==> config.mk <==
export PLATFORM = sky130hd
export DESIGN_NAME = bounded_list_with_ordered_insert_top
export DESIGN_NICKNAME = d
export VERILOG_FILES = /design/src/rtl/bloi_pkg.sv /design/src/rtl/bloi_cell.sv /design/src/rtl/bounded_list_with_ordered_insert_top.sv
export SDC_FILE = /design/constraint.sdc
export NUM_CORES = 2
export LEC_CHECK = 0
export ABC_AREA = 1
export BUFFER_PORTS_ARGS = -buffer_cell sky130_fd_sc_hd__buf_4
export CAP_MARGIN = 10
export CORE_ASPECT_RATIO = 0.8
export CORE_MARGIN = 2
export CORE_UTILIZATION = 59
export DETAILED_ROUTE_END_ITERATION = 8
export MAX_ROUTING_LAYER = met4
export PLACE_DENSITY = 0.83
export SLEW_MARGIN = 20
export SYNTH_ARGS = -nofsm -noshare
export SYNTH_HDL_FRONTEND = slang
export SYNTH_HIERARCHICAL = 1
export SYNTH_SLANG_ARGS = --single-unit
export TNS_END_PERCENT = 5
==> constraint.sdc <==
create_clock -name clk -period 13.9 [get_ports clk]
set_input_delay 2.085 -clock clk [delete_from_list [all_inputs] [get_ports clk]]
set_output_delay 2.085 -clock clk [all_outputs]
set_load 0.02 [all_outputs]
==> src/rtl/bloi_pkg.sv <==
package bloi_pkg;

  localparam int DEPTH       = 16;
  localparam int VALUE_WIDTH = 32;
  localparam int CNT_W       = $clog2(DEPTH + 1);
  localparam int OP_W        = 3;
  localparam int STATUS_W    = 2;

  // Result word layout, lowest bit first.
  localparam int OFS_FRONT  = 0;
  localparam int OFS_BACK   = OFS_FRONT + VALUE_WIDTH;
  localparam int OFS_COUNT  = OFS_BACK + VALUE_WIDTH;
  localparam int OFS_EMPTY  = OFS_COUNT + CNT_W;
  localparam int OFS_FOUND  = OFS_EMPTY + 1;
  localparam int OFS_STATUS = OFS_FOUND + 1;
  localparam int OUT_BITS   = OFS_STATUS + STATUS_W;
  localparam int OUT_W      = ((OUT_BITS + 7) / 8) * 8;
  localparam int IN_W       = ((VALUE_WIDTH + 7) / 8) * 8;

  typedef logic signed [VALUE_WIDTH-1:0] value_t;
  typedef logic [CNT_W-1:0] count_t;

  typedef enum logic [OP_W-1:0] {
    OP_QUERY      = 3'd0,
    OP_PUSH_FRONT = 3'd1,
    OP_PUSH_BACK  = 3'd2,
    OP_SORTED     = 3'd3,
    OP_POP_FRONT  = 3'd4,
    OP_POP_BACK   = 3'd5,
    OP_REMOVE     = 3'd6
  } op_t;

  typedef enum logic [STATUS_W-1:0] {
    STAT_DONE  = 2'd0,
    STAT_FULL  = 2'd1,
    STAT_EMPTY = 2'd2
  } status_t;

  typedef enum logic [2:0] {
    CM_HOLD,
    CM_PUSH_FRONT,
    CM_PUSH_BACK,
    CM_SORTED,
    CM_POP_FRONT,
    CM_REMOVE
  } cell_mode_t;

  typedef enum logic [1:0] {
    S_IDLE,
    S_EXEC,
    S_REMOVE,
    S_DONE
  } state_t;

  // Broadcast to every cell.
  typedef struct packed {
    cell_mode_t mode;
    value_t     value;
  } cell_cmd_t;

  // Where a cell sits relative to the fill level.
  typedef struct packed {
    logic valid;
    logic at_count;
  } cell_pos_t;

  // Per-cell status handed to the neighbor and the controller.
  typedef struct packed {
    logic eq;
    logic pfx;
  } cell_stat_t;

endpackage

==> src/rtl/bloi_cell.sv <==
module bloi_cell (
  input  logic                 clk,
  input  bloi_pkg::cell_cmd_t  cmd,
  input  bloi_pkg::cell_pos_t  pos,
  input  bloi_pkg::value_t     left_val,
  input  bloi_pkg::value_t     right_val,
  input  logic                 pfx_in,
  output bloi_pkg::value_t     val,
  output bloi_pkg::cell_stat_t stat
);
  import bloi_pkg::*;

  value_t val_r;
  value_t val_nxt;
  logic   eq;
  logic   le;
  logic   hit;
  logic   pfx_out;

  assign eq = pos.valid && (val_r == cmd.value);
  assign le = pos.valid && (cmd.value <= val_r);

  always_comb begin
    case (cmd.mode)
      CM_PUSH_FRONT: hit = 1'b1;
      CM_PUSH_BACK:  hit = pos.at_count;
      CM_SORTED:     hit = le || pos.at_count;
      CM_POP_FRONT:  hit = 1'b1;
      CM_REMOVE:     hit = eq;
      default:       hit = 1'b0;
    endcase
  end

  assign pfx_out = pfx_in || hit;

  always_comb begin
    val_nxt = val_r;
    case (cmd.mode)
      CM_PUSH_FRONT, CM_PUSH_BACK, CM_SORTED: begin
        // Cells past the insert point shift back by one.
        if (pfx_in) begin
          val_nxt = left_val;
        end else if (hit) begin
          val_nxt = cmd.value;
        end
      end
      CM_POP_FRONT, CM_REMOVE: begin
        // Cells from the removed slot on pull from the right.
        if (pfx_out) begin
          val_nxt = right_val;
        end
      end
      default: val_nxt = val_r;
    endcase
  end

  always_ff @(posedge clk) begin
    val_r <= val_nxt;
  end

  assign val      = val_r;
  assign stat.eq  = eq;
  assign stat.pfx = pfx_out;

endmodule

==> src/rtl/bounded_list_with_ordered_insert_top.sv <==
// Channel | Direction | Handshake         | Payload
// in      | slave     | in_tvalid/tready  | tdata: value; tuser: operation
// out     | master    | out_tvalid/tready | tdata: front, back, count, empty, found, status
//
// A request passes from acceptance through the execute and done states to a
// result in the output register; a remove-all-equal request also stays in the
// remove state while matches remain, since the cell chain drops one match a cycle.
// The next request is taken once the controller is back in idle, even while
// the previous result still waits in the output register.
// Reset (rst_n low, synchronous) empties the list and drops any result.
// A stalled output holds the controller before the result write.
module bounded_list_with_ordered_insert_top (
  input  logic                          clk,
  input  logic                          rst_n,
  input  logic                          in_tvalid,
  output logic                          in_tready,
  input  logic [bloi_pkg::IN_W-1:0]     in_tdata,  // [31:0] value
  input  logic [bloi_pkg::OP_W-1:0]     in_tuser,  // [2:0] operation
  output logic                          out_tvalid,
  input  logic                          out_tready,
  // [31:0] front_value, [63:32] back_value, [68:64] entry_count,
  // [69] is_empty, [70] found, [72:71] status, [79:73] zero
  output logic [bloi_pkg::OUT_W-1:0]    out_tdata
);
  import bloi_pkg::*;

  state_t        state_r, state_nxt;
  op_t           op_r;
  value_t        val_r;
  count_t        count_r, count_nxt;
  logic          found_r, found_nxt;
  status_t       status_r, status_nxt;
  logic          out_valid_r;
  logic [OUT_W-1:0] out_data_r;

  cell_cmd_t     cmd;
  cell_pos_t     pos   [DEPTH];
  cell_stat_t    stat  [DEPTH];
  value_t        vals  [DEPTH];
  logic          any_eq;
  logic          slot_free;
  logic          in_acc;
  value_t        front_val;
  value_t        back_val;
  logic [OUT_W-1:0] result;

  assign in_tready = (state_r == S_IDLE);
  assign in_acc    = in_tvalid && in_tready;
  assign slot_free = !out_valid_r || out_tready;

  // Cell chain: each cell sees its neighbors and the prefix from the left.
  for (genvar i = 0; i < DEPTH; i++) begin : g_cell
    value_t lv;
    value_t rv;
    logic   pin;

    assign pos[i].valid    = count_t'(i) < count_r;
    assign pos[i].at_count = count_r == count_t'(i);

    if (i == 0) begin : g_first
      assign lv  = cmd.value;
      assign pin = 1'b0;
    end else begin : g_mid
      assign lv  = vals[i-1];
      assign pin = stat[i-1].pfx;
    end

    if (i == DEPTH - 1) begin : g_last
      assign rv = vals[i];
    end else begin : g_inner
      assign rv = vals[i+1];
    end

    bloi_cell u_cell (
      .clk       (clk),
      .cmd       (cmd),
      .pos       (pos[i]),
      .left_val  (lv),
      .right_val (rv),
      .pfx_in    (pin),
      .val       (vals[i]),
      .stat      (stat[i])
    );
  end

  always_comb begin
    any_eq = 1'b0;
    for (int i = 0; i < DEPTH; i++) begin
      any_eq = any_eq | stat[i].eq;
    end
  end

  // Controller: decide what the chain does this cycle.
  always_comb begin
    state_nxt  = state_r;
    count_nxt  = count_r;
    found_nxt  = found_r;
    status_nxt = status_r;
    cmd.mode   = CM_HOLD;
    cmd.value  = val_r;
    case (state_r)
      S_IDLE: begin
        if (in_acc) begin
          state_nxt = S_EXEC;
        end
      end
      S_EXEC: begin
        found_nxt  = any_eq;
        status_nxt = STAT_DONE;
        state_nxt  = S_DONE;
        case (op_r)
          OP_PUSH_FRONT, OP_PUSH_BACK, OP_SORTED: begin
            if (count_r == count_t'(DEPTH)) begin
              status_nxt = STAT_FULL;
            end else begin
              count_nxt = count_r + count_t'(1);
              case (op_r)
                OP_PUSH_FRONT: cmd.mode = CM_PUSH_FRONT;
                OP_PUSH_BACK:  cmd.mode = CM_PUSH_BACK;
                default:       cmd.mode = CM_SORTED;
              endcase
            end
          end
          OP_POP_FRONT: begin
            if (count_r == '0) begin
              status_nxt = STAT_EMPTY;
            end else begin
              cmd.mode  = CM_POP_FRONT;
              count_nxt = count_r - count_t'(1);
            end
          end
          OP_POP_BACK: begin
            if (count_r == '0) begin
              status_nxt = STAT_EMPTY;
            end else begin
              count_nxt = count_r - count_t'(1);
            end
          end
          OP_REMOVE: begin
            // Drop the first match now, then keep sweeping.
            cmd.mode = CM_REMOVE;
            if (any_eq) begin
              count_nxt = count_r - count_t'(1);
              state_nxt = S_REMOVE;
            end
          end
          default: cmd.mode = CM_HOLD;
        endcase
      end
      S_REMOVE: begin
        cmd.mode = CM_REMOVE;
        if (any_eq) begin
          count_nxt = count_r - count_t'(1);
        end else begin
          state_nxt = S_DONE;
        end
      end
      S_DONE: begin
        if (slot_free) begin
          state_nxt = S_IDLE;
        end
      end
      default: state_nxt = S_IDLE;
    endcase
  end

  // Pick the back entry by fill level.
  always_comb begin
    back_val = '0;
    for (int i = 0; i < DEPTH; i++) begin
      if (count_r == count_t'(i + 1)) begin
        back_val = vals[i];
      end
    end
  end

  assign front_val = (count_r == '0) ? '0 : vals[0];

  always_comb begin
    result = '0;
    result[OFS_FRONT +: VALUE_WIDTH] = front_val;
    result[OFS_BACK +: VALUE_WIDTH]  = back_val;
    result[OFS_COUNT +: CNT_W]       = count_r;
    result[OFS_EMPTY]                = (count_r == '0);
    result[OFS_FOUND]                = found_r;
    result[OFS_STATUS +: STATUS_W]   = status_r;
  end

  always_ff @(posedge clk) begin
    if (!rst_n) begin
      state_r     <= S_IDLE;
      count_r     <= '0;
      out_valid_r <= 1'b0;
      found_r     <= 1'b0;
      status_r    <= STAT_DONE;
    end else begin
      state_r  <= state_nxt;
      count_r  <= count_nxt;
      found_r  <= found_nxt;
      status_r <= status_nxt;
      if (state_r == S_DONE && slot_free) begin
        out_valid_r <= 1'b1;
      end else if (out_tready) begin
        out_valid_r <= 1'b0;
      end
    end
  end

  // Latch the request; hold the result word until it is taken.
  always_ff @(posedge clk) begin
    if (in_acc) begin
      op_r  <= op_t'(in_tuser);
      val_r <= value_t'(in_tdata[VALUE_WIDTH-1:0]);
    end
    if (state_r == S_DONE && slot_free) begin
      out_data_r <= result;
    end
  end

  assign out_tvalid = out_valid_r;
  assign out_tdata  = out_data_r;

endmodule

==> flow_metrics.tcl <==
set metrics [dict create \
    insertion_delay_ns 0.65 \
    syn_to_final_growth_pct 7.915 \
    final_core_util 0.6395 \
    placed_cells 8222 \
    port_buffers 113 \
    drive_above_1_share 0.08752 \
    stdcell_count 8364 \
    layout.cells.most_common "nand2_1" \
    cts_made_buffers 73 \
    syn_inst 7197 \
    synth_area_um2 51640 \
    routedWlPerCell_um 19.60 \
    antenna_found_initial 7 \
    tightest_slew_ns 1.063 \
    fp-row-count 97 \
    max-vdd-ir-drop_mv 0.1321 \
    drc 0 \
    drtAntennaViolNets 0 \
    grt_pass1_wl_mm 253.8 \
    worst_ep_arrival_time_ns 13.07 \
    max-cap-violations 0 \
    finClkSkew_ns 0.03197 \
    cp_common_cell "nand3_2" \
    dr.first_iter.drc_count 7221 \
    critPathKind "reg2reg" \
    clk_pin_slew_ns 0.06 \
    grt_max_degree 74 \
    clock_sinks 631 \
    hold_viol 0 \
    dr.pass1.iters 8 \
    cts_root_buffer "clkbuf_16" \
    hpwlAfterDp_mm 120.7 \
    via_per_inst 6.062 \
    nNetsFinal 7725 \
    cts-htree-levels 3 \
    cpMaxStageDelayCell "nand3_2" \
    avgSynthCellArea_um2 7.176 \
    grtUsageTotal 0.3645 \
    rsz0062_at_grt "no" \
    gp_congestion 0.9643 \
    slew_viol_final 0 \
    grt-ovfl-total 0 \
    initial_core_util 0.5926 \
    layout_common_cells "nand2_1, a21oi_1, inv_1" \
    cp-end-kind "flop" \
    worstPathRequired_ns 14.23 \
    cts_tree "yes" \
    die_h_um 268.6 \
    p_leak_nw 25.87 \
    num_vias 50700 \
    start_kind "flop" \
    grt_pass1_vias 46180 \
    setup_viol 0 \
    max-slew-margin-rel 0.2913 \
    clock_path_buffers 3 \
    coreArea_um2 87140 \
    max_freq_mhz 78.48 \
    die_w_um 334.8 \
    crit_fanout 64 \
    yosysWarnings 6 \
    power_density_nw_per_um2 259.8 \
    hold_buffers 0 \
    min_path_type "reg2reg" \
    die_area_um2 89930 \
    status "complete, no violations" \
    period_needed_ns 12.74 \
    slowest_delay_ns 0.72 \
    num_io_pins 121 \
    wirelength_mm 164.0 \
    fin_crit_sh 0.9167 \
]
==> final timing paths <==
| check | start | end | slack [ns] | cells past startpoint |
|---|---|---|---|---|
| min reg2reg | found_r | out_tdata[70] | 0.46 | 0 |
| max | count_r[0] | g_cell[15].u_cell/val[6] | 1.16 | 46 |
| min | found_r | out_tdata[70] | 0.46 | 0 |
| max reg2reg | count_r[0] | g_cell[15].u_cell/val[6] | 1.16 | 46 |
==> state kept, by name, summed over array words and instances, names as in the netlist <==
register,count
status_r,2
out_tvalid,1
count_r,5
out_tdata,73
g_cell.u_cell/val,512
found_r,1
state_r,2
op_r,3
g_cell.lv,32
==> layer usage <==
metal | vias up | track usage | part of all wire
li1 | 23480 | - | -
met1 | 23470 | 0.4942 | 0.39
met2 | 3336 | 0.5512 | 0.44
met3 | 406 | 0.05085 | 0.12
met4 | 0 | 0.1511 | 0.046
met5 | - | - | 0
==> worst max-delay path, delay by kind of cell, from the launching register on <==
kind | cells | cell delay (ns)
compound gates | 3 | 0.45
fa+ha+maj | 1 | 0.24
buf+inv | 23 | 6.67
flops | 1 | 0.53
simple gates | 19 | 4.40
==> layout make-up <==
class	instances	area, um2
Clock buffer	88	1904
Multi-Input combinational cell	5273	27830
Inverter	960	3620
Tap cell	1138	1424
Clock inverter	43	404.1
Timing Repair Buffer	226	1697
Antenna cell	5	12.51
Fill cell	7508	31410
Sequential cell	631	18840
==> repair_timing <==
| action | in CTS | in global routing |
|---|---|---|
| endpoints found under the setup margin | 96 | 96 |
| buffers inserted | 0 | 6 |
| pin swaps | 0 | 1 |
| resized for setup | 7 | 4 |
| gates cloned | 0 | 0 |
==> metrics by stage <==
step | power, mW | setup TNS (ns) | hold WS, ns | worst slack [ns] | instance area (um2)
2_1_floorplan | 9.923 | 0 | 0.4086 | 1.378 | 51680
3_3_place_gp | 11.80 | -56.56 | 0.4456 | -1.024 | 53310
3_5_place_dp | 12.18 | -123.40 | 0.4315 | -1.703 | 53310
4_1_cts | 14.18 | 0 | 0.4537 | 0.1087 | 55650
5_1_grt | 15.50 | 0 | 0.4611 | 0.2881 | 55730
6_report | 14.48 | 0 | 0.4565 | 1.158 | 55730
==> report_power, final <==
group          switching (mW)  total [mW]  leakage, nW  internal (mW)
combinational            5.51        8.14         19.0           2.63
clock                   0.843        1.95         1.11           1.11
sequential              0.786        4.39         5.78           3.60
total                    7.14        14.5         25.9           7.34
Power figures use the tool's default switching activity.
